===== config.mk =====
export PLATFORM = sky130hd
export DESIGN_NAME = pot_speed_command_ramp_unit
export DESIGN_NICKNAME = d
export VERILOG_FILES = /design/src/rtl/core/psc_pkg.sv /design/src/rtl/core/psc_mul_div.sv /design/src/rtl/core/pot_speed_command_ramp_unit.sv
export SDC_FILE = /design/constraint.sdc
export NUM_CORES = 1
export LEC_CHECK = 0
export BUFFER_PORTS_ARGS = -buffer_cell sky130_fd_sc_hd__clkbuf_2
export CORE_UTILIZATION = 35
export DETAILED_ROUTE_END_ITERATION = 7
export GPL_ROUTABILITY_DRIVEN = 0
export PLACE_DENSITY = 0.55
export SLEW_MARGIN = 20
export SYNTH_ARGS = -nofsm -noshare
export SYNTH_HDL_FRONTEND = slang
export SYNTH_SLANG_ARGS = --single-unit
export TNS_END_PERCENT = 1

===== constraint.sdc =====
create_clock -name clk -period 5.35 [get_ports clk]
set_input_delay 1.07 -clock clk [delete_from_list [all_inputs] [get_ports clk]]
set_output_delay 1.07 -clock clk [all_outputs]
set_load 0.05 [all_outputs]

===== src/rtl/core/psc_pkg.sv =====
// Shared types, widths and constants of the potentiometer speed command block.
// No dependencies; used by psc_mul_div and pot_speed_command_ramp_unit.
package psc_pkg;

    localparam int SAMPLE_W = 12;
    localparam int AVG_W    = 12;
    localparam int SUM_W    = 21;
    localparam int OUT_W    = 15;
    localparam int TICK_W   = 16;
    localparam int PROD_W   = AVG_W + OUT_W;
    localparam int CNT_W    = $clog2(PROD_W);
    localparam int ADDR_W   = 5;
    localparam int DATA_W   = 32;

    localparam logic [TICK_W-1:0] TICKS_PER_UPDATE = 16'd10;
    localparam int                AVG_SHIFT        = 3;
    localparam logic [AVG_W-1:0]  SAMPLE_MAX       = 12'd4095;

    localparam logic [AVG_W-1:0] RST_DEAD_LOW  = 12'd1800;
    localparam logic [AVG_W-1:0] RST_DEAD_HIGH = 12'd2300;
    localparam logic [OUT_W-1:0] RST_PULSE_MIN = 15'd0;
    localparam logic [OUT_W-1:0] RST_PULSE_MAX = 15'd1000;
    localparam logic [OUT_W-1:0] RST_RPM_MIN   = 15'd0;
    localparam logic [OUT_W-1:0] RST_RPM_MAX   = 15'd3000;
    localparam logic [OUT_W-1:0] RST_RAMP_STEP = 15'd10;
    localparam logic [OUT_W-1:0] OUT_MAX       = 15'h7FFF;

    // register indexes (byte address / 4)
    localparam logic [2:0] REG_DEAD_LOW    = 3'd0;
    localparam logic [2:0] REG_DEAD_HIGH   = 3'd1;
    localparam logic [2:0] REG_PULSE_MIN   = 3'd2;
    localparam logic [2:0] REG_PULSE_MAX   = 3'd3;
    localparam logic [2:0] REG_RPM_MIN     = 3'd4;
    localparam logic [2:0] REG_RPM_MAX     = 3'd5;
    localparam logic [2:0] REG_RAMP_STEP   = 3'd6;
    localparam logic [2:0] REG_CLOSED_LOOP = 3'd7;

    typedef enum logic [2:0] {
        ST_IDLE,
        ST_AVG,
        ST_DECIDE,
        ST_MAP,
        ST_RAMP,
        ST_EMIT
    } psc_state_t;

    typedef enum logic [2:0] {
        PH_IDLE,
        PH_MUL,
        PH_DIV,
        PH_FIX,
        PH_DONE
    } psc_phase_t;

    // request to the serial map unit: lo + sign * (dx * mag) / span
    typedef struct packed {
        logic             start;
        logic             neg;
        logic [OUT_W-1:0] lo;
        logic [OUT_W-1:0] mag;
        logic [AVG_W-1:0] dx;
        logic [AVG_W-1:0] span;
    } psc_md_req_t;

    typedef struct packed {
        logic             done;
        logic [OUT_W-1:0] target;
    } psc_md_rsp_t;

endpackage


===== src/rtl/core/psc_mul_div.sv =====
// Bit-serial linear map unit: shift-add multiply, restoring divide, offset and clamp.
// Depends on psc_pkg for widths, the phase enum and the request/response structs.
module psc_mul_div (
    input  logic                  clk,
    input  logic                  rst_n,
    input  psc_pkg::psc_md_req_t  req,
    output psc_pkg::psc_md_rsp_t  rsp
);

    psc_pkg::psc_phase_t            phase_reg, phase_next;
    logic [psc_pkg::CNT_W-1:0]      cnt_reg, cnt_next;
    logic [psc_pkg::PROD_W-1:0]     acc_reg, acc_next;
    logic [psc_pkg::AVG_W-1:0]      rem_reg, rem_next;
    logic [psc_pkg::AVG_W-1:0]      mplier_reg, mplier_next;
    logic [psc_pkg::OUT_W-1:0]      mcand_reg, mcand_next;
    logic [psc_pkg::AVG_W-1:0]      div_reg, div_next;
    logic [psc_pkg::OUT_W-1:0]      lo_reg, lo_next;
    logic                           neg_reg, neg_next;
    logic [psc_pkg::OUT_W-1:0]      res_reg, res_next;

    logic [psc_pkg::AVG_W:0]        trial;
    logic [psc_pkg::AVG_W:0]        trial_sub;
    logic                           q_big;
    logic [psc_pkg::OUT_W-1:0]      q_lo;
    logic [psc_pkg::OUT_W:0]        pos_sum;
    logic [psc_pkg::OUT_W+1:0]      neg_diff;
    logic                           cnt_zero;

    assign cnt_zero = (cnt_reg == '0);

    always_comb
    begin
        phase_next = phase_reg;
        unique case (phase_reg)
            psc_pkg::PH_IDLE: if (req.start) phase_next = psc_pkg::PH_MUL;
            psc_pkg::PH_MUL:  if (cnt_zero) phase_next = psc_pkg::PH_DIV;
            psc_pkg::PH_DIV:  if (cnt_zero) phase_next = psc_pkg::PH_FIX;
            psc_pkg::PH_FIX:  phase_next = psc_pkg::PH_DONE;
            psc_pkg::PH_DONE: phase_next = psc_pkg::PH_IDLE;
            default:          phase_next = psc_pkg::PH_IDLE;
        endcase
    end

    always_comb
    begin
        rsp.done   = (phase_reg == psc_pkg::PH_DONE);
        rsp.target = res_reg;
    end

    // one restoring step: bring down the dividend msb, subtract if it fits
    assign trial     = {rem_reg, acc_reg[psc_pkg::PROD_W-1]};
    assign trial_sub = trial - {1'b0, div_reg};

    // quotient never exceeds 15 bits while the average stays within its range
    assign q_big    = |acc_reg[psc_pkg::PROD_W-1:psc_pkg::OUT_W];
    assign q_lo     = acc_reg[psc_pkg::OUT_W-1:0];
    assign pos_sum  = {1'b0, lo_reg} + {1'b0, q_lo};
    assign neg_diff = {2'b00, lo_reg} - {2'b00, q_lo};

    always_comb
    begin
        cnt_next    = cnt_reg;
        acc_next    = acc_reg;
        rem_next    = rem_reg;
        mplier_next = mplier_reg;
        mcand_next  = mcand_reg;
        div_next    = div_reg;
        lo_next     = lo_reg;
        neg_next    = neg_reg;
        res_next    = res_reg;
        unique case (phase_reg)
            psc_pkg::PH_IDLE:
            begin
                if (req.start)
                begin
                    cnt_next    = psc_pkg::CNT_W'(psc_pkg::AVG_W - 1);
                    acc_next    = '0;
                    rem_next    = '0;
                    mplier_next = req.dx;
                    mcand_next  = req.mag;
                    div_next    = req.span;
                    lo_next     = req.lo;
                    neg_next    = req.neg;
                end
            end
            psc_pkg::PH_MUL:
            begin
                // msb first: double and add the multiplicand when the bit is set
                acc_next = {acc_reg[psc_pkg::PROD_W-2:0], 1'b0}
                    + (mplier_reg[psc_pkg::AVG_W-1]
                       ? {{(psc_pkg::PROD_W-psc_pkg::OUT_W){1'b0}}, mcand_reg}
                       : '0);
                mplier_next = {mplier_reg[psc_pkg::AVG_W-2:0], 1'b0};
                if (cnt_zero)
                    cnt_next = psc_pkg::CNT_W'(psc_pkg::PROD_W - 1);
                else
                    cnt_next = cnt_reg - 1'b1;
            end
            psc_pkg::PH_DIV:
            begin
                if (!trial_sub[psc_pkg::AVG_W])
                begin
                    rem_next = trial_sub[psc_pkg::AVG_W-1:0];
                    acc_next = {acc_reg[psc_pkg::PROD_W-2:0], 1'b1};
                end
                else
                begin
                    rem_next = trial[psc_pkg::AVG_W-1:0];
                    acc_next = {acc_reg[psc_pkg::PROD_W-2:0], 1'b0};
                end
                cnt_next = cnt_reg - 1'b1;
            end
            psc_pkg::PH_FIX:
            begin
                // offset by the low bound and clamp to the 15-bit range
                if (neg_reg)
                    res_next = (q_big || neg_diff[psc_pkg::OUT_W+1])
                               ? '0 : neg_diff[psc_pkg::OUT_W-1:0];
                else
                    res_next = (q_big || pos_sum[psc_pkg::OUT_W])
                               ? psc_pkg::OUT_MAX : pos_sum[psc_pkg::OUT_W-1:0];
            end
            psc_pkg::PH_DONE:
            begin
                res_next = res_reg;
            end
            default:
            begin
                res_next = res_reg;
            end
        endcase
    end

    always_ff @(posedge clk or negedge rst_n)
    begin
        if (!rst_n)
            phase_reg <= psc_pkg::PH_IDLE;
        else
            phase_reg <= phase_next;
    end

    always_ff @(posedge clk)
    begin
        cnt_reg    <= cnt_next;
        acc_reg    <= acc_next;
        rem_reg    <= rem_next;
        mplier_reg <= mplier_next;
        mcand_reg  <= mcand_next;
        div_reg    <= div_next;
        lo_reg     <= lo_next;
        neg_reg    <= neg_next;
        res_reg    <= res_next;
    end

endmodule


===== src/rtl/core/pot_speed_command_ramp_unit.sv =====
// Top level of the potentiometer speed command: prescaler, leaky average,
// dead band, linear map and pulse ramp. Depends on psc_pkg and psc_mul_div.
//
//   channel   handshake              payload
//   tick      tick_valid/tick_ready  sample, startup_done, power_on
//   cmd       cmd_valid/cmd_ready    pulse, direction, speed_reference,
//                                    running, stop_event, updated
//   config    APB psel/penable       paddr[4:2] selects the register, pwdata
//
// A tick without update goes to emit. An update passes the average state
// and, after startup, decide, which sends a dead-band update to emit, an
// empty input span to the ramp and the rest to the map unit, which runs the
// shift-add multiply and the restoring divide, one bit per cycle.
// Reset restores the config registers to defaults and the prescaler to
// its reload value. A held result waits in the output register; the next
// tick is taken meanwhile and its result waits until the register frees.
module pot_speed_command_ramp_unit (
    input  logic                          clk,
    input  logic                          rst_n,
    input  logic                          tick_valid,
    output logic                          tick_ready,
    input  logic [psc_pkg::SAMPLE_W-1:0]  sample,
    input  logic                          startup_done,
    input  logic                          power_on,
    output logic                          cmd_valid,
    input  logic                          cmd_ready,
    output logic [psc_pkg::OUT_W-1:0]     pulse,
    output logic                          direction,
    output logic [psc_pkg::OUT_W-1:0]     speed_reference,
    output logic                          running,
    output logic                          stop_event,
    output logic                          updated,
    input  logic                          psel,
    input  logic                          penable,
    input  logic                          pwrite,
    input  logic [psc_pkg::ADDR_W-1:0]    paddr,
    input  logic [psc_pkg::DATA_W-1:0]    pwdata,
    output logic [psc_pkg::DATA_W-1:0]    prdata,
    output logic                          pready
);

    // configuration
    logic [psc_pkg::AVG_W-1:0] dead_low_reg, dead_high_reg;
    logic [psc_pkg::OUT_W-1:0] pulse_min_reg, pulse_max_reg;
    logic [psc_pkg::OUT_W-1:0] rpm_min_reg, rpm_max_reg, ramp_step_reg;
    logic                      closed_loop_reg;
    logic                      cfg_we;
    logic [2:0]                cfg_idx;

    // control state
    psc_pkg::psc_state_t       state_reg, state_next;
    logic [psc_pkg::TICK_W-1:0] tick_reg, tick_next;
    logic [psc_pkg::SUM_W-1:0] sum_reg, sum_next;
    logic [psc_pkg::AVG_W-1:0] avg_reg, avg_next;
    logic [psc_pkg::OUT_W-1:0] pulse_reg, pulse_next;
    logic                      dir_reg, dir_next;
    logic                      run_reg, run_next;
    logic [psc_pkg::OUT_W-1:0] ref_reg, ref_next;
    logic                      stop_reg, stop_next;
    logic                      upd_reg, upd_next;
    logic                      cmd_valid_reg, cmd_valid_next;

    // per-item payload
    logic [psc_pkg::SAMPLE_W-1:0] sample_reg, sample_next;
    logic                      startup_reg, startup_next;
    logic                      power_reg, power_next;
    logic [psc_pkg::OUT_W-1:0] target_reg, target_next;
    logic [psc_pkg::OUT_W-1:0] pulse_out_reg, pulse_out_next;
    logic                      dir_out_reg, dir_out_next;
    logic [psc_pkg::OUT_W-1:0] ref_out_reg, ref_out_next;
    logic                      run_out_reg, run_out_next;
    logic                      stop_out_reg, stop_out_next;
    logic                      upd_out_reg, upd_out_next;

    // decision and ramp terms
    logic [psc_pkg::TICK_W-1:0] tick_dec;
    logic                      in_band, use_cw;
    logic [psc_pkg::OUT_W-1:0] lo_sel, hi_sel, mag_sel;
    logic                      out_neg;
    logic [psc_pkg::AVG_W:0]   cw_diff;
    logic [psc_pkg::AVG_W-1:0] span_sel, dx_sel;
    logic                      span_empty;
    logic [psc_pkg::OUT_W-1:0] up_diff, down_diff;
    logic                      out_load;
    logic                      md_start;

    psc_pkg::psc_md_req_t      md_req;
    psc_pkg::psc_md_rsp_t      md_rsp;

    // ---------------- configuration port ----------------
    assign pready  = 1'b1;
    assign cfg_we  = psel && penable && pwrite;
    assign cfg_idx = paddr[psc_pkg::ADDR_W-1:2];

    always_comb
    begin
        prdata = '0;
        unique case (cfg_idx)
            psc_pkg::REG_DEAD_LOW:    prdata = {20'd0, dead_low_reg};
            psc_pkg::REG_DEAD_HIGH:   prdata = {20'd0, dead_high_reg};
            psc_pkg::REG_PULSE_MIN:   prdata = {17'd0, pulse_min_reg};
            psc_pkg::REG_PULSE_MAX:   prdata = {17'd0, pulse_max_reg};
            psc_pkg::REG_RPM_MIN:     prdata = {17'd0, rpm_min_reg};
            psc_pkg::REG_RPM_MAX:     prdata = {17'd0, rpm_max_reg};
            psc_pkg::REG_RAMP_STEP:   prdata = {17'd0, ramp_step_reg};
            psc_pkg::REG_CLOSED_LOOP: prdata = {31'd0, closed_loop_reg};
            default:                  prdata = '0;
        endcase
    end

    always_ff @(posedge clk or negedge rst_n)
    begin
        if (!rst_n)
        begin
            dead_low_reg    <= psc_pkg::RST_DEAD_LOW;
            dead_high_reg   <= psc_pkg::RST_DEAD_HIGH;
            pulse_min_reg   <= psc_pkg::RST_PULSE_MIN;
            pulse_max_reg   <= psc_pkg::RST_PULSE_MAX;
            rpm_min_reg     <= psc_pkg::RST_RPM_MIN;
            rpm_max_reg     <= psc_pkg::RST_RPM_MAX;
            ramp_step_reg   <= psc_pkg::RST_RAMP_STEP;
            closed_loop_reg <= 1'b0;
        end
        else if (cfg_we)
        begin
            unique case (cfg_idx)
                psc_pkg::REG_DEAD_LOW:    dead_low_reg    <= pwdata[psc_pkg::AVG_W-1:0];
                psc_pkg::REG_DEAD_HIGH:   dead_high_reg   <= pwdata[psc_pkg::AVG_W-1:0];
                psc_pkg::REG_PULSE_MIN:   pulse_min_reg   <= pwdata[psc_pkg::OUT_W-1:0];
                psc_pkg::REG_PULSE_MAX:   pulse_max_reg   <= pwdata[psc_pkg::OUT_W-1:0];
                psc_pkg::REG_RPM_MIN:     rpm_min_reg     <= pwdata[psc_pkg::OUT_W-1:0];
                psc_pkg::REG_RPM_MAX:     rpm_max_reg     <= pwdata[psc_pkg::OUT_W-1:0];
                psc_pkg::REG_RAMP_STEP:   ramp_step_reg   <= pwdata[psc_pkg::OUT_W-1:0];
                psc_pkg::REG_CLOSED_LOOP: closed_loop_reg <= pwdata[0];
                default:                  closed_loop_reg <= closed_loop_reg;
            endcase
        end
    end

    // ---------------- decision terms ----------------
    assign tick_dec = tick_reg - 1'b1;

    always_comb
    begin
        in_band = (avg_reg > dead_low_reg) && (avg_reg < dead_high_reg);
        // where both range tests pass, the clockwise half wins
        use_cw  = (avg_reg >= dead_high_reg);
        lo_sel  = closed_loop_reg ? rpm_min_reg : pulse_min_reg;
        hi_sel  = closed_loop_reg ? rpm_max_reg : pulse_max_reg;
        out_neg = (hi_sel < lo_sel);
        mag_sel = out_neg ? (lo_sel - hi_sel) : (hi_sel - lo_sel);
        cw_diff = {1'b0, psc_pkg::SAMPLE_MAX} - {1'b0, dead_high_reg};
        if (use_cw)
        begin
            span_sel   = cw_diff[psc_pkg::AVG_W-1:0];
            span_empty = cw_diff[psc_pkg::AVG_W] || (cw_diff == '0);
            dx_sel     = avg_reg - dead_high_reg;
        end
        else
        begin
            span_sel   = dead_low_reg;
            span_empty = (dead_low_reg == '0);
            dx_sel     = avg_reg;
        end
        up_diff   = target_reg - pulse_reg;
        down_diff = pulse_reg - target_reg;
    end

    assign md_req.start = md_start;
    assign md_req.neg   = out_neg;
    assign md_req.lo    = lo_sel;
    assign md_req.mag   = mag_sel;
    assign md_req.dx    = dx_sel;
    assign md_req.span  = span_sel;

    psc_mul_div u_mul_div (
        .clk   (clk),
        .rst_n (rst_n),
        .req   (md_req),
        .rsp   (md_rsp)
    );

    // ---------------- state machine ----------------
    always_comb
    begin
        state_next = state_reg;
        unique case (state_reg)
            psc_pkg::ST_IDLE:
                if (tick_valid)
                    state_next = (tick_dec == '0) ? psc_pkg::ST_AVG : psc_pkg::ST_EMIT;
            psc_pkg::ST_AVG:
                state_next = startup_reg ? psc_pkg::ST_DECIDE : psc_pkg::ST_EMIT;
            psc_pkg::ST_DECIDE:
                if (in_band)
                    state_next = psc_pkg::ST_EMIT;
                else if (span_empty)
                    state_next = psc_pkg::ST_RAMP;
                else
                    state_next = psc_pkg::ST_MAP;
            psc_pkg::ST_MAP:
                if (md_rsp.done)
                    state_next = psc_pkg::ST_RAMP;
            psc_pkg::ST_RAMP:
                state_next = psc_pkg::ST_EMIT;
            psc_pkg::ST_EMIT:
                if (out_load)
                    state_next = psc_pkg::ST_IDLE;
            default:
                state_next = psc_pkg::ST_IDLE;
        endcase
    end

    always_comb
    begin
        tick_ready = (state_reg == psc_pkg::ST_IDLE);
        md_start   = (state_reg == psc_pkg::ST_DECIDE) && !in_band && !span_empty;
        out_load   = (state_reg == psc_pkg::ST_EMIT) && (!cmd_valid_reg || cmd_ready);
    end

    // ---------------- datapath ----------------
    always_comb
    begin
        tick_next      = tick_reg;
        sum_next       = sum_reg;
        avg_next       = avg_reg;
        pulse_next     = pulse_reg;
        dir_next       = dir_reg;
        run_next       = run_reg;
        ref_next       = ref_reg;
        stop_next      = stop_reg;
        upd_next       = upd_reg;
        sample_next    = sample_reg;
        startup_next   = startup_reg;
        power_next     = power_reg;
        target_next    = target_reg;
        pulse_out_next = pulse_out_reg;
        dir_out_next   = dir_out_reg;
        ref_out_next   = ref_out_reg;
        run_out_next   = run_out_reg;
        stop_out_next  = stop_out_reg;
        upd_out_next   = upd_out_reg;

        unique case (state_reg)
            psc_pkg::ST_IDLE:
            begin
                if (tick_valid)
                begin
                    sample_next  = sample;
                    startup_next = startup_done;
                    power_next   = power_on;
                    stop_next    = 1'b0;
                    upd_next     = (tick_dec == '0);
                    tick_next    = (tick_dec == '0) ? psc_pkg::TICKS_PER_UPDATE : tick_dec;
                end
            end
            psc_pkg::ST_AVG:
            begin
                sum_next = sum_reg - {{(psc_pkg::SUM_W-psc_pkg::AVG_W){1'b0}}, avg_reg}
                         + {{(psc_pkg::SUM_W-psc_pkg::SAMPLE_W){1'b0}}, sample_reg};
                avg_next = sum_next[psc_pkg::AVG_SHIFT +: psc_pkg::AVG_W];
            end
            psc_pkg::ST_DECIDE:
            begin
                if (in_band)
                begin
                    stop_next = run_reg;
                    run_next  = 1'b0;
                end
                else
                begin
                    run_next    = power_reg;
                    dir_next    = use_cw;
                    // empty input span maps to the low bound
                    target_next = lo_sel;
                end
            end
            psc_pkg::ST_MAP:
            begin
                if (md_rsp.done)
                    target_next = md_rsp.target;
            end
            psc_pkg::ST_RAMP:
            begin
                if (closed_loop_reg)
                    ref_next = target_reg;
                else if (target_reg > pulse_reg)
                    pulse_next = (ramp_step_reg < up_diff) ? (pulse_reg + ramp_step_reg)
                                                           : target_reg;
                else if (target_reg < pulse_reg)
                    pulse_next = (ramp_step_reg < down_diff) ? (pulse_reg - ramp_step_reg)
                                                             : target_reg;
            end
            psc_pkg::ST_EMIT:
            begin
                if (out_load)
                begin
                    pulse_out_next = pulse_reg;
                    dir_out_next   = dir_reg;
                    ref_out_next   = ref_reg;
                    run_out_next   = run_reg;
                    stop_out_next  = stop_reg;
                    upd_out_next   = upd_reg;
                end
            end
            default:
            begin
                tick_next = tick_reg;
            end
        endcase
    end

    always_comb
    begin
        if (out_load)
            cmd_valid_next = 1'b1;
        else if (cmd_ready)
            cmd_valid_next = 1'b0;
        else
            cmd_valid_next = cmd_valid_reg;
    end

    always_ff @(posedge clk or negedge rst_n)
    begin
        if (!rst_n)
        begin
            state_reg     <= psc_pkg::ST_IDLE;
            tick_reg      <= psc_pkg::TICKS_PER_UPDATE;
            sum_reg       <= '0;
            avg_reg       <= '0;
            pulse_reg     <= '0;
            dir_reg       <= 1'b0;
            run_reg       <= 1'b0;
            ref_reg       <= '0;
            stop_reg      <= 1'b0;
            upd_reg       <= 1'b0;
            cmd_valid_reg <= 1'b0;
        end
        else
        begin
            state_reg     <= state_next;
            tick_reg      <= tick_next;
            sum_reg       <= sum_next;
            avg_reg       <= avg_next;
            pulse_reg     <= pulse_next;
            dir_reg       <= dir_next;
            run_reg       <= run_next;
            ref_reg       <= ref_next;
            stop_reg      <= stop_next;
            upd_reg       <= upd_next;
            cmd_valid_reg <= cmd_valid_next;
        end
    end

    always_ff @(posedge clk)
    begin
        sample_reg    <= sample_next;
        startup_reg   <= startup_next;
        power_reg     <= power_next;
        target_reg    <= target_next;
        pulse_out_reg <= pulse_out_next;
        dir_out_reg   <= dir_out_next;
        ref_out_reg   <= ref_out_next;
        run_out_reg   <= run_out_next;
        stop_out_reg  <= stop_out_next;
        upd_out_reg   <= upd_out_next;
    end

    assign cmd_valid       = cmd_valid_reg;
    assign pulse           = pulse_out_reg;
    assign direction       = dir_out_reg;
    assign speed_reference = ref_out_reg;
    assign running         = run_out_reg;
    assign stop_event      = stop_out_reg;
    assign updated         = upd_out_reg;

`ifndef SYNTH
    // a stop item always reports a stopped motor on an update tick
    a_stop_means_stopped: assert property (@(posedge clk) disable iff (!rst_n)
        (cmd_valid && stop_event) |-> (!running && updated))
        else $error("stop item without a stopped update");

    // the map unit answers only while the sequencer waits for it
    a_done_in_map: assert property (@(posedge clk) disable iff (!rst_n)
        md_rsp.done |-> (state_reg == psc_pkg::ST_MAP))
        else $error("map unit finished outside the map state");

    // a tick that leaves the prescaler running goes straight to its result
    a_plain_tick: assert property (@(posedge clk) disable iff (!rst_n)
        (state_reg == psc_pkg::ST_IDLE && tick_valid && tick_reg != 16'd1)
        |=> (state_reg == psc_pkg::ST_EMIT && !upd_reg))
        else $error("tick without update did not go to emit");
`endif

endmodule


==> results of run 1 <==
[area by class of cell]
class                           count  area (sq um)
Clock inverter                     21           194
Inverter                          246           923
Clock buffer                       59          1180
Multi-Input combinational cell   1812         13300
Sequential cell                   349          9660
Tap cell                          931          1160
Fill cell                        6807         41500
Timing Repair Buffer              125           754
[layout by cell type (no fill, tap or decap), types with 32 or more instances in the layout]
cell,instances
clkbuf_16,43
xor2_1,40
nand2_1,181
inv_1,244
nor2b_1,32
o21ai_0,154
dfrtp_1,143
a21o_1,38
nor3_1,51
xnor2_1,55
ha_1,212
o21a_1,33
nor2_1,183
mux2i_1,73
a21oi_1,156
clkbuf_2,88
mux2_2,84
a31oi_1,34
edfxtp_1,177
buf_4,34
[report_power, final]
part	switching [mW]	leakage [nW]	internal (mW)
logic	6.27	7.41	4.21
registers	0.864	3.75	3.94
clock network	1.20	0.672	1.69
[path summary, 6_finish.rpt]
kind / slack [ns] / start / endpoint
max: 0.33 / pulse_reg[2]$_DFFE_PN0P_ / pulse_reg[9]$_DFFE_PN0P_
min: 0.43 / rst_n / rpm_min_reg[13]$_DFFE_PN0P_
max reg2reg: 0.33 / pulse_reg[2]$_DFFE_PN0P_ / pulse_reg[9]$_DFFE_PN0P_
min reg2reg: 0.44 / ref_reg[14]$_DFFE_PN0P_ / speed_reference[14]$_DFFE_PP_
max in group asynchronous: 3.84 / rst_n / closed_loop_reg$_DFFE_PN0P_
min in group clk: 0.44 / ref_reg[14]$_DFFE_PN0P_ / speed_reference[14]$_DFFE_PP_
[logic make-up (layout without fill, tap and decap cells)]
family | after synthesis | after routing | synth area share (%)
AOI/OAI and AO/OA | 665 | 665 | 18.2
and+or+nand+nor | 641 | 641 | 12.8
buffers and inverters | 364 | 451 | 6.04
DFF | 349 | 349 | 39.7
adders and majority gates | 235 | 235 | 12.8
muxes | 158 | 158 | 6.98
xor gates and xnor gates | 95 | 95 | 3.42
other | 2 | 18 | 0.0309
[through the flow]
step           setup slack (ns)  power [mW]
2_1_floorplan             0.368        12.6
3_3_place_gp              0.405        15.0
3_5_place_dp              0.346        15.2
4_1_cts                   0.346        18.2
5_1_grt                 0.00536        19.7
6_report                  0.329        18.2
[routing by layer]
layer	vias to the layer above	global-route usage, %	share of wire, %
met5	-	0	0
met2	489	31.6	46
met1	9296	26.4	46
met4	0	6.82	3.5
met3	106	2.46	4.0
li1	9136	-	-
[worst register-to-register path, cell delays in order (launching register included)]
cell and delay (ns):
dfrtp_1 0.48, inv_1 0.08, ha_1 0.42, inv_1 0.08, o21ai_0 0.14, a21oi_1 0.19
o21bai_1 0.11, a21o_1 0.22, a21o_1 0.24, or4b_2 0.65, and3_1 0.20, ha_1 0.28
o21ai_0 0.08, o211ai_1 0.21, a21oi_1 0.09, a211oi_1 0.24, buf_4 0.22, a31o_4 0.28
o21ai_2 0.25, o32a_1 0.23, o311ai_0 0.09, o21ai_0 0.12
==> qor.yml, run 1 <==
fp.dieH_microns: 266
postCtsHoldBufs: 0
synth.most_common_cell: "inv_1"
async_flop_share_pct: 49.3
r2r_cells: 21
finalHoldViolations: 0
setup_viol: 0
critPathKind: "flop to flop"
area_growth_pct: 11.8
synth_top_cells_by_count: "244 x inv_1, 212 x ha_1, 184 x nor2_1, 181 x nand2_1, 177 x edfxtp_1"
cp-end-kind: "flop"
p_leak_nw: 11.8
clkSinkCount: 349
grt_pass1_wl_microns: 107000
cts_resized: 0
cp_common_cell: "o21ai_0"
critPathMaxStageDelay_ns: 0.65
antenna_cells: 0
vias_per_cell: 5.37
layout.cells.non_filler: 3543
synth_top_area_share_pct: 21.8
cp_num_buf_inv: 3
yosys_most_used_dff: "edfxtp_1"
grt_pass1_vias: 18600
dp_cells: 3462
clk_latency_ns: 0.59
crit_chain: "inv_1 -> ha_1 -> inv_1 -> o21ai_0 -> a21oi_1 -> o21bai_1 -> a21o_1 -> a21o_1 -> or4b_2 -> and3_1 -> ha_1 -> o21ai_0 -> o211ai_1 -> a21oi_1 -> a211oi_1 -> buf_4 -> a31o_4 -> o21ai_2 -> o32a_1 -> o311ai_0 -> o21ai_0"
final_area_sq_um: 27200
arrival_ns: 5.46
yosysSeqAreaShare_pct: 39.7
htreeDepth: 2
start_kind: "flop"
slew_violations: 0
path_max_fanout: 19
drt_iter0_drc: 1550
die_area_sq_um: 70600
cts_buffers: 43
drc: 0
hold_path_class: "input port to asynchronous set/reset pin"
largest_reg_flops: 30
outcome: "completed"
grt_max_degree: 81
cpMaxStageDelayCell: "or4b_2"
relSlewSlack_pct: 28.9
start_util_pct: 35.4
hpwlAfterDp_microns: 52400
wire_per_inst_microns: 19.4
clk_pin_slew_ns: 0.06
worst_pin_slew_ns: 1.07
grtUsageTotal_pct: 19.4
post_cts_buffers: 0
final.setup.tns_ns: 0
rows: 96
drv_cap: 0
port_buffers: 89
ys_seq_elements: 349
clockBufferDepth: 3
timing.fmax_mhz: 199
yosys_warnings: 0
io_pins: 127
clockRootBuffer: "clkbuf_16"
synth.area.top_cells: "edfxtp_1 22%, dfrtp_1 15%, ha_1 11%"
cellPowerDensity_nw_per_um2: 668
core_sq_um: 68700
drive_above_1_share_pct: 13.9
period_minus_slack_ns: 5.02
cts_tree: "done"
synth_area_sq_um: 24300
finalCritPeriodShare_pct: 93.8
rsz0062_at_grt: "no"
syn_inst: 2509
drt_first_pass_iters: 5
ys_types: 102
finClkSkew_ns: 0.0351
vias: 19000
crit_family: "compound AO/OA/AOI/OAI gates"
ir_drop_v: 0.000277
overflow: 0
critical_path_depth: 21
die_width_microns: 266
fin_nets: 2870
ant_nets: 0
holdWs_ns: 0.431
required_ns: 5.79
post-route-util_pct: 39.6
yosys.area.top_type: "edfxtp_1"
routed_wl_microns: 68900
grt_antenna_before_repair: 0
syn_avg_cell_area_sq_um: 9.70
synth_edf_count: 177
postPlaceCellArea_sq_um: 25800
(Power assumes the default switching activity.)
==> inputs of run 2 (changes only) <==
--- a/config.mk
+++ b/config.mk
@@ -5,13 +5,14 @@
 export SDC_FILE = /design/constraint.sdc
 export NUM_CORES = 1
 export LEC_CHECK = 0
-export BUFFER_PORTS_ARGS = -buffer_cell sky130_fd_sc_hd__clkbuf_2
 export CORE_UTILIZATION = 35
 export DETAILED_ROUTE_END_ITERATION = 7
+export DONT_BUFFER_PORTS = 1
 export GPL_ROUTABILITY_DRIVEN = 0
-export PLACE_DENSITY = 0.55
+export PLACE_DENSITY = 0.54
 export SLEW_MARGIN = 20
 export SYNTH_ARGS = -nofsm -noshare
 export SYNTH_HDL_FRONTEND = slang
+export SYNTH_HIERARCHICAL = 1
 export SYNTH_SLANG_ARGS = --single-unit
 export TNS_END_PERCENT = 1
==> run 2 against run 1 <==
Effect of this change:
- cell area shrank 0.98%
- critical endpoint is now pulse_reg[14]$_DFFE_PN0P_
- synthesized area grew 1.4%
- synthesized cell count grew 2.2%
- die area grew 1.4%
- maximum frequency shrank 1.1%
- total power shrank 2.5%
- register-to-register slack lost 0.06 ns
- clock-buffer cell count shrank 7
- wire length grew 1.6%
- critical path type unchanged
- via count grew 0.70%
==> qor.yml, run 2 <==
core_sq_um: 69200  # +0.70%
dp_slack_ns: 0.249  # -0.0968 ns
r2r-start: "target_reg[0]$_DFFE_PP_"
grtUsageTotal_pct: 19.4  # +0.032 points
synth.area.top_cells: "edfxtp_1 22%, dfrtp_1 15%, ha_1 11%"
setup_viol: 0  # unchanged
largest_reg_flops: 30  # unchanged
fp.dieH_microns: 267  # +0.68%
grt_pass1_wl_microns: 108000  # +1.3%
drive_above_1_share_pct: 10.9  # -3.0 points
yosys_most_used_dff: "edfxtp_1"
drc: 0  # unchanged
layout_commonest_cell: "inv_1"
drv_cap: 0  # unchanged
routed_wl_microns: 70000  # +1.6%
postPlaceCellArea_sq_um: 25500  # -1.0%
cts_tree: "done"
reg2reg_setup_slack_ns: 0.27  # -0.06 ns
clk_latency_ns: 0.57  # -0.02 ns
start_util_pct: 35.6  # +0.24 points
cp-end-kind: "flop"
cellPowerDensity_nw_per_um2: 658  # -1.6%
vias: 19200  # +0.70%
arrival_ns: 5.56  # +0.10 ns
die_width_microns: 267  # +0.68%
synth.most_common_cell: "inv_1"
critPathMaxStageDelay_ns: 0.43  # -0.22 ns
synth_top_cells_by_count: "243 x inv_1, 212 x ha_1, 202 x nand2_1, 189 x nor2_1, 177 x edfxtp_1"
clkSinkCount: 349  # unchanged
synth_top_area_share_pct: 21.6  # -0.30 points
timing.fmax_mhz: 197  # -1.1%
p_leak_nw: 11.6  # -2.1%
start_kind: "flop"
relSlewSlack_pct: 24.7  # -4.2 points
finClkSkew_ns: 0.0169  # -0.0181 ns
antenna_cells: 0  # unchanged
grt_antenna_before_repair: 2  # +2
drt_first_pass_iters: 5  # unchanged
ir_drop_v: 0.000517  # +87%
setup_ws_ns: 0.274  # -0.0552 ns
vias_per_cell: 5.49  # +2.2%
async_flop_share_pct: 49.3  # unchanged
required_ns: 5.83  # +0.04 ns
rows: 96  # unchanged
critical_path_depth: 23  # +9.5%
clockBufferDepth: 3  # unchanged
yosysSeqAreaShare_pct: 39.1  # -0.54 points
cp_common_cell: "a21oi_1"
crit_chain: "inv_1 -> ha_1 -> inv_1 -> fa_1 -> a21o_1 -> a21oi_1 -> nor2b_1 -> o21a_1 -> o41ai_2 -> o21ai_1 -> or2_2 -> xnor2_1 -> ha_1 -> a21oi_1 -> a21oi_1 -> a2111oi_1 -> buf_4 -> nand3_1 -> and3b_1 -> buf_6 -> nor3_1 -> a311oi_1 -> a2bb2oi_1"
hold_path_class: "input port to asynchronous set/reset pin"
clockRootBuffer: "clkbuf_16"
finalCritPeriodShare_pct: 94.9  # +1.0 points
grt_max_degree: 173  # +110%
grt_pass1_vias: 18700  # +0.74%
overflow: 0  # unchanged
finalHoldViolations: 0  # unchanged
syn_avg_cell_area_sq_um: 9.61  # -0.84%
r2r-end: "pulse_reg[14]$_DFFE_PN0P_"
synth_area_sq_um: 24700  # +1.4%
final_area_sq_um: 26900  # -0.98%
cpMaxStageDelayCell: "edfxtp_1"
yosys_warnings: 6  # +6
r2r_cells: 23  # +9.5%
htreeDepth: 2  # unchanged
yosys.area.top_type: "edfxtp_1"
area_growth_pct: 9.18
ys_seq_elements: 349  # unchanged
die_area_sq_um: 71500  # +1.4%
hpwlAfterDp_microns: 52800  # +0.68%
crit_family: "compound AO/OA/AOI/OAI gates"
port_buffers: 0  # -100%
rsz0062_at_grt: "yes"
slew_violations: 0  # unchanged
ant_nets: 0  # unchanged
wire_per_inst_microns: 20.0  # +3.1%
ys_types: 103  # +0.98%
outcome: "completed"
mostFrequentLayoutCells: "243 x inv_1, 212 x ha_1, 202 x nand2_1, 186 x nor2_1, 177 x edfxtp_1"
path_max_fanout: 13  # -6
io_pins: 127  # unchanged
synth_edf_count: 177  # unchanged
fin_nets: 2822  # -1.7%
syn_inst: 2565  # +2.2%
period_minus_slack_ns: 5.08  # +0.0552 ns
clk_pin_slew_ns: 0.06  # about the same
worst_pin_slew_ns: 1.12  # +0.0581 ns
cp_num_buf_inv: 4  # +1
cts_buffers: 41  # -4.7%
drt_iter0_drc: 1504  # -3.0%
critPathKind: "flop to flop"
-- run 2: area by class of cell --
class	count	area, sq um
multi-input combinational	1858	13600
inverter	244	916
tap	931	1160
fill	6922	42300
timing repair buffer	35	292
clock buffer	52	1120
sequential	349	9660
clock inverter	23	184
-- run 2: worst register-to-register path: cells and delay by family, from the launching register on --
| family | cells | cell delay, ns |
|---|---|---|
| XOR/XNOR | 1 | 0.13 |
| flip-flops | 1 | 0.43 |
| buffers and inverters | 4 | 0.53 |
| AND/OR/NAND/NOR | 5 | 0.82 |
| AO/OA/AOI/OAI | 10 | 2.15 |
| adder cells (fa/ha/maj) | 3 | 0.90 |
-- run 2: logic make-up (layout without fill, tap and decap cells) --
logic type	Yosys count	in the layout	share of synthesized area [%]
other	2	18	0.0305
AOI/OAI and AO/OA	648	648	17.5
buffers and inverters	374	354	6.32
DFF	349	349	39.1
adders and majority gates	235	235	12.6
xor gates and xnor gates	97	97	3.52
muxes	167	167	7.29
and+or+nand+nor	693	693	13.6
-- run 2: where the power goes --
| group | switching, mW | internal [mW] |
|---|---|---|
| registers | 1.14 | 3.93 |
| logic | 5.82 | 4.07 |
| clock network | 1.18 | 1.58 |
| total | 8.13 | 9.58 |
-- run 2: worst max path at each step --
stage	from	end	slack (ns)
6_report	target_reg[0]$_DFFE_PP_	pulse_reg[14]$_DFFE_PN0P_	0.27
5_1_grt	pulse_reg[0]$_DFFE_PN0P_	pulse_reg[14]$_DFFE_PN0P_	-0.02
4_1_cts	pulse_reg[0]$_DFFE_PN0P_	pulse_reg[13]$_DFFE_PN0P_	0.23
3_5_place_dp	pulse_reg[0]$_DFFE_PN0P_	pulse_reg[13]$_DFFE_PN0P_	0.25
3_3_place_gp	target_reg[0]$_DFFE_PP_	pulse_reg[13]$_DFFE_PN0P_	0.32
2_1_floorplan	sum_reg[3]$_DFFE_PN0N_	u_mul_div/acc_reg[0]$_DFFE_PP_	0.19
-- run 2: stage by stage --
| stage | cells | hold WS [ns] | setup TNS [ns] | total power [mW] | util (%) |
|---|---|---|---|---|---|
| 2_1_floorplan | 2581 | 0.419 | 0 | 12.2 | - |
| 3_3_place_gp | 3412 | 0.428 | 0 | 14.5 | 36.9 |
| 3_5_place_dp | 3412 | 0.433 | 0 | 14.7 | 36.9 |
| 4_1_cts | 3487 | 0.154 | 0 | 17.6 | 38.8 |
| 5_1_grt | 3492 | 0.165 | -0.0204 | 19.1 | 38.9 |
| 6_report | 3492 | 0.196 | 0 | 17.7 | 38.9 |
-- run 2: metal layers --
metal | vias to the layer above | share of wire [%] | global-route usage (%)
met2 | 496 | 46 | 31.8
met4 | 0 | 3.1 | 6.53
met5 | - | 0 | 0
met1 | 9457 | 46 | 26.3
li1 | 9097 | - | -
met3 | 111 | 5.0 | 2.77
-- run 2: timing repair --
item | CTS | global route
gates resized for setup | 0 | 10
hold buffers | 0 | 0
setup buffers | 0 | 4
endpoints found under the setup margin | 0 | 12
hold endpoints to repair | 0 | 0
==> inputs of run 3 (changes only) <==
--- a/config.mk
+++ b/config.mk
@@ -5,6 +5,7 @@
 export SDC_FILE = /design/constraint.sdc
 export NUM_CORES = 1
 export LEC_CHECK = 0
+export ABC_AREA = 1
 export CORE_UTILIZATION = 35
 export DETAILED_ROUTE_END_ITERATION = 7
 export DONT_BUFFER_PORTS = 1
==> run 3 against run 2 <==
Effect of this change:
- sequential power up 1%
- non-clock buffer count grew 10
- first-iteration DRC count up 29%
- synthesized area rose by 7.6%
- total power increased by 14%
- critical path depth is 4 lower
- via count rose by 19%
- maximum frequency up 20%
- synthesized cell count up 39%
- wire length is 14% higher
- utilization is 0.18 points lower
- critical endpoint is now pulse_reg[11]$_DFFE_PN0P_
==> qor.yml, run 3 <==
outcome: "completed"
synth-simple-area-share_pct: 25.6  # +12 points
io_pins: 127  # unchanged
ys_types: 61  # -41%
pwr-share-seq_pct: 25.3  # -3.3 points
async_flop_share_pct: 49.3  # unchanged
finalHoldViolations: 0  # unchanged
port_buffers: 0  # unchanged
cts_tree: "done"
setup_ws_ns: 1.11  # +0.831 ns
core_sq_um: 74700  # +8.0%
drive_above_1_share_pct: 6.63  # -4.3 points
drt_first_pass_iters: 6  # +1
yosys_most_used_dff: "edfxtp_1"
cts_resized: 0  # unchanged
r2r-end: "pulse_reg[11]$_DFFE_PN0P_"
relSlewSlack_pct: 21.7  # -3.0 points
holdWs_ns: 0.169  # -0.0272 ns
cts_buffers: 43  # +4.9%
critPathKind: "flop to flop"
period_minus_slack_ns: 4.24  # -0.831 ns
setup_viol: 0  # unchanged
synth_top_cells_by_count: "1034 x nand2_1, 540 x inv_1, 269 x o21ai_0, 237 x nor2_1, 212 x ha_1"
cellPowerDensity_nw_per_um2: 698  # +6.1%
grt_max_degree: 173  # unchanged
rows: 100  # +4.2%
yosys.area.top_type: "edfxtp_1"
layout.cells.non_filler: 4560  # +31%
worst_pin_slew_ns: 1.16  # +0.0369 ns
timing.fmax_mhz: 236  # +20%
finalCritPeriodShare_pct: 79.3  # -16 points
cp_num_buf_inv: 2  # -2
clk_latency_ns: 0.61  # +0.04 ns
clkSinkCount: 349  # unchanged
swShare_pct: 51.2  # +5.3 points
drt_iter0_drc: 1940  # +29%
routed_wl_microns: 79500  # +14%
postCtsHoldBufs: 0  # unchanged
yosys_warnings: 6  # unchanged
critical_path_depth: 19  # -17%
synth_area_sq_um: 26500  # +7.6%
cp-end-kind: "flop"
area_growth_pct: 9.01
synth_top_family_by_area: "simple AND/OR/NAND/NOR gates"
fin_nets: 3849  # +36%
die_width_microns: 277  # +3.7%
layout_commonest_cell: "nand2_1"
synth.area.top_cells: "edfxtp_1 20%, nand2_1 15%, dfrtp_1 14%"
syn_avg_cell_area_sq_um: 7.44  # -23%
ir_drop_v: 0.000380  # -26%
synth_compound_area_share_pct: 12.5  # -5.0 points
yosysSeqAreaShare_pct: 36.4  # -2.8 points
synth_mux_area_share_pct: 0.0424  # -7.2 points
synthXorXnorAreaFrac_pct: 3.30  # -0.22 points
largest_reg_flops: 30  # unchanged
clk_pin_slew_ns: 0.06  # about the same
mostFrequentLayoutCells: "1033 x nand2_1, 540 x inv_1, 269 x o21ai_0, 234 x nor2_1, 212 x ha_1"
htreeDepth: 2  # unchanged
r2r_cells: 19  # -17%
required_ns: 5.83  # about the same
critPathMaxStageDelay_ns: 0.50  # +0.07 ns
vias_per_cell: 4.99  # -9.1%
ys_seq_elements: 349  # unchanged
startpoint: "pulse_reg[1]$_DFFE_PN0P_"
reg2reg_setup_slack_ns: 1.11  # +0.83 ns
power_frac_comb_pct: 60.0  # +4.2 points
switchingPower_mw: 10.3  # +27%
post_cts_buffers: 0  # unchanged
hold_path_class: "input port to asynchronous set/reset pin"
grt_pass1_vias: 21400  # +14%
crit_chain: "inv_1 -> ha_1 -> nand2_4 -> o21ai_0 -> a21boi_2 -> o21ai_0 -> a21oi_1 -> xor2_1 -> ha_1 -> a21oi_1 -> o21ai_0 -> a21oi_1 -> nand2_2 -> inv_1 -> nand3_1 -> nand3_1 -> nand2_1 -> nand2_1 -> nand2_1"
grt_pass1_wl_microns: 124000  # +14%
slew_violations: 0  # unchanged
overflow: 0  # unchanged
post-route-util_pct: 38.7  # -0.18 points
synth.most_common_cell: "nand2_1"
drv_cap: 0  # unchanged
synth_top_area_share_pct: 20.0  # -1.5 points
dp_slack_ns: 1.18  # +0.932 ns
antenna_cells: 0  # unchanged
finClkSkew_ns: 0.0513  # +0.0343 ns
hpwlAfterDp_microns: 61600  # +17%
syn_inst: 3568  # +39%
fp.dieH_microns: 277  # +3.7%
critPathCapture: "pulse_reg[11]$_DFFE_PN0P_"
rsz0062_at_grt: "no"
start_util_pct: 35.5  # -0.11 points
ant_nets: 0  # unchanged
power_mw: 20.2  # +14%
dp_cells: 4480  # +31%
crit_family: "compound AO/OA/AOI/OAI gates"
wire_per_inst_microns: 17.4  # -13%
synth_fa_ha_area_share_pct: 11.7  # -0.90 points
grt_antenna_before_repair: 1  # -1
cpMaxStageDelayCell: "dfrtp_1"
drc: 0  # unchanged
start_kind: "flop"
synth_edf_count: 177  # unchanged
clockRootBuffer: "clkbuf_16"
postPlaceCellArea_sq_um: 27500  # +7.8%
arrival_ns: 4.73  # -0.83 ns
final_area_sq_um: 28900  # +7.5%
fillers: 7813  # +13%
vias: 22700  # +19%
r2r-start: "pulse_reg[1]$_DFFE_PN0P_"
power_frac_clock_pct: 14.7  # -0.9 points
internal_power_mw: 9.86  # +2.9%
p_leak_nw: 14.1  # +22%
path_max_fanout: 19  # +6
grtUsageTotal_pct: 20.5  # +1.1 points
final.setup.tns_ns: 0  # unchanged
die_area_sq_um: 77000  # +7.6%
clockBufferDepth: 3  # unchanged
## run 3: cell types whose count changed in the layout (fill, tap and decap cells not counted), sizes merged, moves of 35 or more
cell    change
nand2     +852
inv       +313
nand3     +167
o21ai     +154
mux2       -97
mux2i      -69
nor2       +58
nand2b     -35
## run 3: power groups by stage
stage	Combinational, mW	Sequential [mW]	Clock, mW
2_1_floorplan	9.36	4.78	0
3_3_place_gp	12.0	5.15	0
3_5_place_dp	12.0	5.15	0
4_1_cts	12.1	5.11	3.06
5_1_grt	13.8	5.21	3.14
6_report	12.1	5.11	2.97
## run 3: cells by family after synthesis
group                    Yosys count
flip-flops                       349
adder cells (fa/ha/maj)          235
buffers and inverters            674
XOR/XNOR                         100
other                              2
AND/OR/NAND/NOR                 1612
AO/OA/AOI/OAI                    595
multiplexers                       1
## run 3: how the worst min path moves through the flow
stage                                 startpoint                           end  slack, ns  cells after the start
after floorplan              dir_reg$_DFFE_PN0P_           direction$_DFFE_PP_       0.42                      0
after global routing                       rst_n    rpm_max_reg[0]$_DFFE_PN0P_       0.15                      0
final                                      rst_n    rpm_min_reg[4]$_DFFE_PN0P_       0.17                      0
after global placement       upd_reg$_DFFE_PN0P_             updated$_DFFE_PP_       0.43                      0
after CTS                                  rst_n  dead_low_reg[11]$_DFFE_PN0P_       0.13                      0
after detailed placement  ref_reg[9]$_DFFE_PN0P_  speed_reference[9]$_DFFE_PP_       0.43                      0
## run 3: final cells by class
class	count	area, sq um	area share (%)
Multi-Input combinational cell	2561	14200	49.1
Sequential cell	349	9650	33.4
Inverter	556	2090	7.23
Clock buffer	58	1220	4.23
Tap cell	969	1210	4.19
Timing Repair Buffer	45	345	1.19
Clock inverter	22	208	0.718
## run 3: routing by layer
metal	routed length [microns]	GRT usage, %
met1	37400	28.5
met2	35800	33.2
met3	4440	3.04
met4	1930	5.46
met5	0	0
